<file path="config.mk">
export PLATFORM = sky130hd
export DESIGN_NAME = spiral_bucket_order_flat
export DESIGN_NICKNAME = d
export VERILOG_FILES = /design/src/design/sbo_pkg.sv /design/src/design/sbo_if.sv /design/src/design/spiral_bucket_order.sv /design/src/flat_wrapper.sv
export SDC_FILE = /design/constraint.sdc
export NUM_CORES = 1
export LEC_CHECK = 0
export ABC_AREA = 0
export BUFFER_PORTS_ARGS = -buffer_cell sky130_fd_sc_hd__buf_2
export CAP_MARGIN = 30
export CORE_AREA = 4 4 156 158
export CTS_CLUSTER_DIAMETER = 150
export DETAILED_ROUTE_END_ITERATION = 12
export DIE_AREA = 0 0 160 162
export PLACE_DENSITY_LB_ADDON = 0.3
export SLEW_MARGIN = 20
export SYNTH_ARGS = -nofsm -noshare
export SYNTH_HDL_FRONTEND = slang
export SYNTH_SLANG_ARGS = --single-unit
</file>
<file path="constraint.sdc">
create_clock -name clk -period 8.4 [get_ports clk]
set_clock_uncertainty 0.05 [all_clocks]
set_input_delay 0.84 -clock clk [delete_from_list [all_inputs] [get_ports clk]]
set_output_delay 0.84 -clock clk [all_outputs]
set_load 0.01 [all_outputs]
</file>
<file path="src/design/sbo_pkg.sv">
// types, constants and helpers of the spiral bucket order block
`default_nettype none

package sbo_pkg;

  localparam int MAX_TILES_PER_SIDE = 256;
  localparam int CFG_W     = 9;
  localparam int CFG_IDX_W = 1;
  localparam int INDEX_W   = 17;
  localparam int COORD_W   = 10;
  localparam int SIDE_W    = $clog2(MAX_TILES_PER_SIDE + 1);
  localparam int AREA_W    = $clog2(MAX_TILES_PER_SIDE * MAX_TILES_PER_SIDE + 1);
  localparam int CMP_W     = ((AREA_W > INDEX_W) ? AREA_W : INDEX_W) + 1;

  typedef logic [CFG_W-1:0]          cfg_data_t;
  typedef logic [CFG_IDX_W-1:0]      cfg_idx_t;
  typedef logic [SIDE_W-1:0]         side_t;
  typedef logic [INDEX_W-1:0]        index_t;
  typedef logic [AREA_W-1:0]         area_t;
  typedef logic [CMP_W-1:0]          wide_t;
  typedef logic signed [COORD_W-1:0] coord_t;

  typedef enum logic [CFG_IDX_W-1:0] {
    CFG_TILES_ACROSS = 1'b0,
    CFG_TILES_DOWN   = 1'b1
  } cfg_reg_t;

  typedef enum logic [2:0] {
    S_IDLE,
    S_CHECK,
    S_SEARCH,
    S_EDGE,
    S_OUT
  } state_t;

  // register value saturated to the largest supported side
  function automatic side_t clamp_side(input cfg_data_t v);
    if (int'(v) > MAX_TILES_PER_SIDE) begin
      return side_t'(MAX_TILES_PER_SIDE);
    end
    return side_t'(v);
  endfunction

endpackage

`default_nettype wire

</file>
<file path="src/design/sbo_if.sv">
// request, result and register write channels of the spiral bucket order block
`default_nettype none

interface sbo_req_if;
  logic valid;
  logic ready;
  logic restart;
  modport source (output valid, output restart, input ready);
  modport sink (input valid, input restart, output ready);
endinterface

interface sbo_res_if
  import sbo_pkg::*;
();
  logic   valid;
  logic   ready;
  coord_t tile_x;
  coord_t tile_y;
  logic   valid_res;
  modport source (output valid, output tile_x, output tile_y, output valid_res, input ready);
  modport sink (input valid, input tile_x, input tile_y, input valid_res, output ready);
endinterface

interface sbo_cfg_if
  import sbo_pkg::*;
();
  logic      valid;
  logic      ready;
  cfg_idx_t  index;
  cfg_data_t data;
  modport source (output valid, output index, output data, input ready);
  modport sink (input valid, input index, input data, output ready);
endinterface

`default_nettype wire

</file>
<file path="src/design/spiral_bucket_order.sv">
// Spiral tile order generator: each request beat returns the next tile of a
// tiles_across by tiles_down grid (the first one on restart), walked from the
// centre outward, and, when a tile is found, advances the visit counter; once
// the grid is used up it answers valid_res = 0 with zero coordinates. Each
// request peels rings off the grid until the inner area no longer covers the
// index; the number of rings peeled is at most the smaller side, and it is
// largest for the centre tile. A single subtract unit shrinks the ring area by
// one ring per cycle, from w*h to (w-1)*(h-1). A request on a used-up grid goes
// from the check state straight to the output state. The request side is not
// ready while an item is in work or its result is held, and the next request is
// taken in the cycle after the result beat. Register writes are taken at any
// time and must only be issued while the block is idle.
`default_nettype none

module spiral_bucket_order
  import sbo_pkg::*;
(
  input  logic      clk,
  input  logic      rst,
  sbo_cfg_if.sink   cfg,
  sbo_req_if.sink   req,
  sbo_res_if.source res
);

  state_t    state, state_next;
  cfg_data_t tiles_across, tiles_down;
  index_t    visit_index;

  index_t    n;
  side_t     w, h;
  area_t     area;
  coord_t    tile_x, tile_y;
  logic      valid_res;

  side_t                across_c, down_c, smaller_c, m_c, half_s, centre_s;
  logic [2*SIDE_W-1:0]  prod;
  wide_t                n_w, area_w, w_w, h_w, area_dec, d_w, dh_w;
  logic                 more, bottom, odd_ring;
  logic [COORD_W-1:0]   d_c, dh_c, w_c, h_c, half_c, centre_c, x_c, y_c;

  // grid sides as used, and the full grid area for the first ring
  assign across_c  = clamp_side(tiles_across);
  assign down_c    = clamp_side(tiles_down);
  assign smaller_c = (across_c < down_c) ? across_c : down_c;
  assign prod      = across_c * down_c;

  // shared ring unit: compare index against area, step to the next inner ring
  assign n_w      = wide_t'(n);
  assign area_w   = wide_t'(area);
  assign w_w      = wide_t'(w);
  assign h_w      = wide_t'(h);
  assign more     = n_w < area_w;
  assign area_dec = area_w - w_w - h_w + wide_t'(1);

  // edge formulas on the found ring, kept modulo the coordinate width
  assign m_c      = (w < h) ? w : h;
  assign half_s   = m_c >> 1;
  assign odd_ring = m_c[0];
  assign centre_s = (smaller_c - side_t'(1)) >> 1;
  assign d_w      = n_w - area_w;
  assign dh_w     = n_w - area_w - h_w;
  assign bottom   = n_w > (area_w + h_w);
  assign d_c      = d_w[COORD_W-1:0];
  assign dh_c     = dh_w[COORD_W-1:0];
  assign w_c      = COORD_W'(w);
  assign h_c      = COORD_W'(h);
  assign half_c   = COORD_W'(half_s);
  assign centre_c = COORD_W'(centre_s);

  always_comb begin
    if (odd_ring) begin
      if (!bottom) begin
        x_c = w_c - half_c;
        y_c = d_c - half_c;
      end else begin
        x_c = w_c - half_c - dh_c;
        y_c = h_c - half_c;
      end
    end else begin
      if (!bottom) begin
        x_c = '0 - half_c;
        y_c = h_c - half_c - d_c;
      end else begin
        x_c = dh_c - half_c;
        y_c = '0 - half_c;
      end
    end
  end

  // sequencer
  always_comb begin
    state_next = state;
    case (state)
      S_IDLE:   if (req.valid) state_next = S_CHECK;
      S_CHECK:  state_next = more ? S_SEARCH : S_OUT;
      S_SEARCH: if (!more) state_next = S_EDGE;
      S_EDGE:   state_next = S_OUT;
      S_OUT:    if (res.ready) state_next = S_IDLE;
      default:  state_next = S_IDLE;
    endcase
  end

  always_comb begin
    cfg.ready     = 1'b1;
    req.ready     = (state == S_IDLE);
    res.valid     = (state == S_OUT);
    res.tile_x    = tile_x;
    res.tile_y    = tile_y;
    res.valid_res = valid_res;
  end

  always_ff @(posedge clk) begin
    if (rst) begin
      state        <= S_IDLE;
      tiles_across <= cfg_data_t'(1);
      tiles_down   <= cfg_data_t'(1);
      visit_index  <= '0;
    end else begin
      state <= state_next;
      if (cfg.valid) begin
        case (cfg_reg_t'(cfg.index))
          CFG_TILES_ACROSS: tiles_across <= cfg.data;
          CFG_TILES_DOWN:   tiles_down   <= cfg.data;
          default: ;
        endcase
      end
      if (state == S_IDLE && req.valid && req.restart) begin
        visit_index <= '0;
      end else if (state == S_EDGE) begin
        visit_index <= n + index_t'(1);
      end
    end
  end

  always_ff @(posedge clk) begin
    case (state)
      S_IDLE: begin
        if (req.valid) begin
          n    <= req.restart ? '0 : visit_index;
          w    <= across_c;
          h    <= down_c;
          area <= prod[AREA_W-1:0];
        end
      end
      S_CHECK: begin
        // grid used up
        if (!more) begin
          tile_x    <= '0;
          tile_y    <= '0;
          valid_res <= 1'b0;
        end
      end
      S_SEARCH: begin
        if (more) begin
          area <= area_dec[AREA_W-1:0];
          w    <= w - side_t'(1);
          h    <= h - side_t'(1);
        end
      end
      S_EDGE: begin
        tile_x    <= coord_t'(x_c + centre_c);
        tile_y    <= coord_t'(y_c + centre_c);
        valid_res <= 1'b1;
      end
      default: ;
    endcase
  end

endmodule

`default_nettype wire

</file>
<file path="src/flat_wrapper.sv">
// flat-port wrapper written by rule: the top's interface ports become plain ports
module spiral_bucket_order_flat import sbo_pkg::*;
  (clk, rst, cfg_valid, cfg_index, cfg_data, cfg_ready, req_valid, req_restart, req_ready, res_valid, res_tile_x, res_tile_y, res_valid_res, res_ready);
  sbo_cfg_if cfg_i ();
  sbo_req_if req_i ();
  sbo_res_if res_i ();
  input  logic clk;
  input  logic rst;
  input wire logic [$bits(cfg_i.valid)-1:0] cfg_valid;
  input wire logic [$bits(cfg_i.index)-1:0] cfg_index;
  input wire logic [$bits(cfg_i.data)-1:0] cfg_data;
  output wire logic [$bits(cfg_i.ready)-1:0] cfg_ready;
  input wire logic [$bits(req_i.valid)-1:0] req_valid;
  input wire logic [$bits(req_i.restart)-1:0] req_restart;
  output wire logic [$bits(req_i.ready)-1:0] req_ready;
  output wire logic [$bits(res_i.valid)-1:0] res_valid;
  output wire logic [$bits(res_i.tile_x)-1:0] res_tile_x;
  output wire logic [$bits(res_i.tile_y)-1:0] res_tile_y;
  output wire logic [$bits(res_i.valid_res)-1:0] res_valid_res;
  input wire logic [$bits(res_i.ready)-1:0] res_ready;
  assign cfg_i.valid = cfg_valid;
  assign cfg_i.index = cfg_index;
  assign cfg_i.data = cfg_data;
  assign cfg_ready = cfg_i.ready;
  assign req_i.valid = req_valid;
  assign req_i.restart = req_restart;
  assign req_ready = req_i.ready;
  assign res_valid = res_i.valid;
  assign res_tile_x = res_i.tile_x;
  assign res_tile_y = res_i.tile_y;
  assign res_valid_res = res_i.valid_res;
  assign res_i.ready = res_ready;
  spiral_bucket_order u_core (.clk(clk), .rst(rst), .cfg(cfg_i), .req(req_i), .res(res_i));
endmodule
</file>
# After elaboration in Yosys (flattened, before gate mapping)
# Cells that the tools add are included.
# word_totals
output_inout_bits,24
mem_bits_ro,0
latchBits,0
word_cells,92
ff_bits,111
n_memories,0
inputBits,16
ram_bits,0
# classes
magnitude_cmp,6
n_bitwise,1
n_mux,33
addsub,19
reduce_logical,12
eq_ne,9
shifts,0
multipliers,1
div,0
# ops
cell,n
$mux 9,10
$mux 10,7
$pmux 10 s2,2
$pmux 9 s2,2
$add 17x1->17 const B,2
$mux 17,2
$pmux 17 s2,1
$sub 17x9->17,2
$sub 10x10->10,3
$sub 9x1->9 const B,3
$add 10x8->10,2
$sub 10x8->10,2
$sub 9x8->10,2
$add 17x9->18,1
$gt 17x18->1,1
$gt 9x9->1 const B,2
$lt 9x9->1,2
$lt 17x17->1,1
$mul 9x9->17,1
$pmux 3 s5,1
$mux 3,4
$sub 10x9->10,1
$sub 1x8->9 const A,1
$reduce_and 2->1,4
13 further kinds,22

# Longest topological paths before layout
# logic_depth
depth_word,8
mapped_depth,37
depth_no_buf,35

# Worst setup path before layout
# OpenSTA, ideal clock, no wires.
# synth_timing
path_kind,reg-to-reg
from,reg u_core.h[1]
to,"reg u_core.tile_y[9], in the netlist u_core.res.tile_y[9] (data pin)"
setup_slack_ns,1.849
arrival_time_ns,6.235
setup_time_ns,0.266
stages_incl_launch_ff,37
path_buffers,2
period_less_slack_ns,6.551
t_required_ns,8.084
cell_sequence,edfxtp_1 -> inv_1 -> fa_1 -> nor2_1 -> o21ai_0 -> nand2b_1 -> a21o_1 -> a21o_1 -> a21o_1 -> a21o_1 -> a21oi_1 -> nor2_1 -> nand2_1 -> xnor2_1 -> ha_1 -> nand4_1 -> or2_2 -> or4_1 -> o2111ai_1 -> a21oi_1 -> clkbuf_1 -> inv_1 -> clkbuf_1 -> and3_1 -> a21oi_1 -> ha_1 -> a21o_1 -> a21o_1 -> a21o_1 -> a21oi_1 -> nor2b_1 -> o21ai_0 -> nand2b_1 -> a21oi_1 -> nor2_1 -> xnor2_1 -> nor2_1
# synth_between
elab_chain_len,8
elab_cells_between_ends,13
cone_classes,add/sub: 6; order compare: 2; mux: 5
# synth_rtl
item,line_no,rtl
from (decl),spiral_bucket_order.sv:30,"side_t w, h;"
from (signal assigned),spiral_bucket_order.sv:141,h <= down_c;
from (signal assigned),spiral_bucket_order.sv:157,h <= h - side_t'(1);
$lt 9x9->1,spiral_bucket_order.sv:56,assign m_c = (w < h) ? w : h;
$mux 9,spiral_bucket_order.sv:56,
$sub 9x8->10,"spiral_bucket_order.sv:77, spiral_bucket_order.sv:82",
$sub 10x10->10,spiral_bucket_order.sv:82,y_c = h_c - half_c - d_c;
$mux 10,spiral_bucket_order.sv:80,if (!bottom) begin
$mux 10 *,spiral_bucket_order.sv:71,if (odd_ring) begin
$add 10x8->10 *,spiral_bucket_order.sv:162,tile_y <= coord_t'(y_c + centre_c);
$pmux 10 s2 *,spiral_bucket_order.sv:136,case (state)
to (signal assigned),spiral_bucket_order.sv:162,
to (decl),spiral_bucket_order.sv:32,"coord_t tile_x, tile_y;"
# Mark *: on every way between the ends. The rest lies on a longest branch, timed or not.
# A chain may end at the register's enable or synchronous reset.

# Final worst setup path
# layout_timing
from,reg u_core.h[3]
to,"reg u_core.tile_x[9], in the netlist u_core.res.tile_x[9] (data pin)"
# layout_between
elab_chain_len,8
elab_cells_between_ends,14
cone_classes,add/sub: 7; order compare: 2; mux: 5
# layout_rtl
item,line_no,rtl
$lt 9x9->1,spiral_bucket_order.sv:56,
$mux 9,spiral_bucket_order.sv:56,
$sub 9x8->10,"spiral_bucket_order.sv:73, spiral_bucket_order.sv:76",
$sub 10x10->10,spiral_bucket_order.sv:76,x_c = w_c - half_c - dh_c;
$mux 10,spiral_bucket_order.sv:72,if (!bottom) begin
$mux 10 *,spiral_bucket_order.sv:71,
$add 10x8->10 *,spiral_bucket_order.sv:161,tile_x <= coord_t'(x_c + centre_c);
$pmux 10 s2 *,spiral_bucket_order.sv:136,
to (signal assigned),spiral_bucket_order.sv:161,
to (decl),spiral_bucket_order.sv:32,
# Marks and branches as above.

==> impl_metrics.tcl <==
set metrics [dict create \
    ys_seq_area_frac 0.202 \
    cp.arrival_ps 7090 \
    synth.top_cells.by_area "ha_1, edfxtp_1, fa_1" \
    post_cts_buffers 0 \
    switching_share 0.512 \
    grt_pass1_vias 12412 \
    path_max_fanout 11 \
    vias 12743 \
    synth_top_family_by_area "adder cells" \
    synth_compound_area_frac 0.177 \
    routedWlPerCell_um 19.0 \
    port_buffers 38 \
    post-route-period-util 0.835 \
    gp_congestion 0.936 \
    p_clk_frac 0.072 \
    clock-sinks 111 \
    postRouteAntennaNets 0 \
    power.internal_w 0.00300 \
    peakVddDrop_v 0.000339 \
    yosys_warnings 0 \
    cap_violations 0 \
    die_x_um 160 \
    syn_avg_cell_area_um2 8.33 \
    layout-drive-gt1-share 0.0672 \
    min_period_ps 7010 \
    critPathMostFrequentCell "o21ai_0" \
    clk_pin_slew_worst_paths_ps 80 \
    firstDrtPassIters 6 \
    drc 0 \
    synth_edf_count 73 \
    seq_power_share 0.123 \
    grt_max_degree 50 \
    diodes 0 \
    synth_xor_area_frac 0.0909 \
    finalNonFillerCells 2062 \
    max_stage_delay_ps 640 \
    clock.fmax_mhz 143 \
    hold_ws_ps 403 \
    via_per_inst 6.18 \
    die_h_um 162 \
    final-setup-viol-count 0 \
    htree_levels 3 \
    cp.buffers_inverters 2 \
    syn_inst 1757 \
    hold_buffers 0 \
    p_leak_nw 7.01 \
    postCtsResizedCells 0 \
    synth_fp_nets 2053 \
    root_buffer "clkbuf_16" \
    relSlewSlack 0.356 \
    cts_tree "built" \
    p_sw_w 0.00314 \
    core_area_um2 23100 \
    path_delay_family "compound AO/OA/AOI/OAI gates" \
    tns_ps 0 \
    place_inst 2044 \
    clk_latency_ps 370 \
    yosysUniqueCellTypes 85 \
    areaGrowthSynthToFinish_pct 5.54 \
    start_util 0.633 \
    wl_um 39100 \
    synth_seq_cells 111 \
    most-common-layout-cells "ha_1, nand2_1, inv_1" \
    worstMarginPinSlew_ps 965 \
    numCtsBuffers 9 \
    rows 56 \
    slew_viol_final 0 \
    final_nets 2063 \
    power.density_nw_per_um2 398 \
    gr-total-overflow 0 \
    cpMaxStageDelayCell "edfxtp_1" \
    grt_pass1_wl_um 63600 \
    drt-initial-drc-count 1298 \
    worst_setup_path_end_kind "flop" \
    syn_area_um2 14600 \
    combinationalPowerShare 0.806 \
    yosysTopAreaCellShare 0.184 \
    synth-simple-area-share 0.183 \
    yosys.area.top_type "ha_1" \
    dp_hpwl_um 30400 \
    rsz0062_at_grt "no" \
    path_class "flop to flop" \
    hold_viol_final 0 \
    track_usage 0.301 \
    layout_commonest_cell "ha_1" \
    synth_fa_ha_area_frac 0.274 \
    hold_path_class "flop to flop" \
    synth_top_flop_cell "edfxtp_1" \
    status "completed" \
    critical_path_required_ps 8470 \
    synthArstFlopShare 0 \
    cts_buffer_depth 2 \
    ios 40 \
    die_area_um2 25900 \
    antenna_found_initial 0 \
    power_w 0.00614 \
    start_kind "flop" \
    synthMuxAreaShare 0.0120 \
]
metrics by stage:
step / cell area [um^2] / util / setup slack [ps]
final: 15400 / 0.668 / 1390
after global routing: 15400 / 0.668 / 758
after CTS: 15400 / 0.667 / 1410
after detailed placement: 15100 / 0.654 / 1450
after global placement: 15100 / 0.652 / 1590
after floorplan: 14600 / - / 1850
logic make-up after synthesis:
logic type	after synthesis
other	1
AND/OR/NAND/NOR	556
flip-flops	111
buffers and inverters	233
adder cells (fa/ha/maj)	282
XOR/XNOR	152
AO/OA/AOI/OAI	405
multiplexers	17
power groups by stage:
stage | Combinational, W | Sequential, W | Clock, W
final | 0.00495 | 0.000754 | 0.000439
after global routing | 0.00550 | 0.000760 | 0.000459
after CTS | 0.00488 | 0.000750 | 0.000444
after detailed placement | 0.00484 | 0.000762 | 0
after global placement | 0.00472 | 0.000761 | 0
after floorplan | 0.00387 | 0.000720 | 0
cell type report:
cell class / instances / area (um^2)
fillers: 1915 / 7670
clock inverters: 7 / 65.1
multi-input cells: 1413 / 10800
repair buffers: 55 / 362
flip-flops and latches: 111 / 2950
clock buffers: 9 / 225
well taps: 290 / 363
inverters: 177 / 664
metal layers:
metal  share of wire  wire (um)  vias to the layer above  track usage
met5               0          0                        -            0
met2            0.47      18500                      434        0.498
met4           0.031       1210                        0        0.102
met3           0.059       2310                       86       0.0330
li1                -          -                     6104            -
met1            0.44      17000                     6119        0.413
final timing paths:
| kind | endpoint | cells after the start | start | slack [ps] |
|---|---|---|---|---|
| max reg2reg | u_core.res.tile_x[9] | 32 | u_core.h[3] | 1390 |
| min reg2reg | u_core.tiles_across[6] | 2 | u_core.tiles_across[6] | 400 |
| min | u_core.tiles_across[6] | 2 | u_core.tiles_across[6] | 400 |
| max | u_core.res.tile_x[9] | 32 | u_core.h[3] | 1390 |
worst min-delay path, stage by stage (launching register included):
cell     delay, ps
dfxtp_1        310
nand2_1         50
a21oi_1         50
registers in the layout, summed over array words and instances, names as in the netlist, 3 cells and up:
register	count
u_core.res.tile_x	10
u_core.tiles_down	9
u_core.tiles_across	9
u_core.res.tile_y	10
u_core.h	9
u_core.state	3
u_core.area	17
u_core.n	17
u_core.visit_index	17
u_core.w	9
cell usage after synthesis (21+ instances only):
cell	n
a211oi_1	26
nor3_1	30
fa_1	65
xnor2_1	113
a21o_1	37
nor2_1	129
xor2_1	39
clkbuf_1	43
nand2_1	186
dfxtp_1	38
nand3_1	35
edfxtp_1	73
nor2b_1	51
ha_1	215
nand2b_1	26
a21oi_1	125
and3_1	21
inv_1	168
o21ai_0	96
No activity file was read; power rests on OpenSTA's default activity.
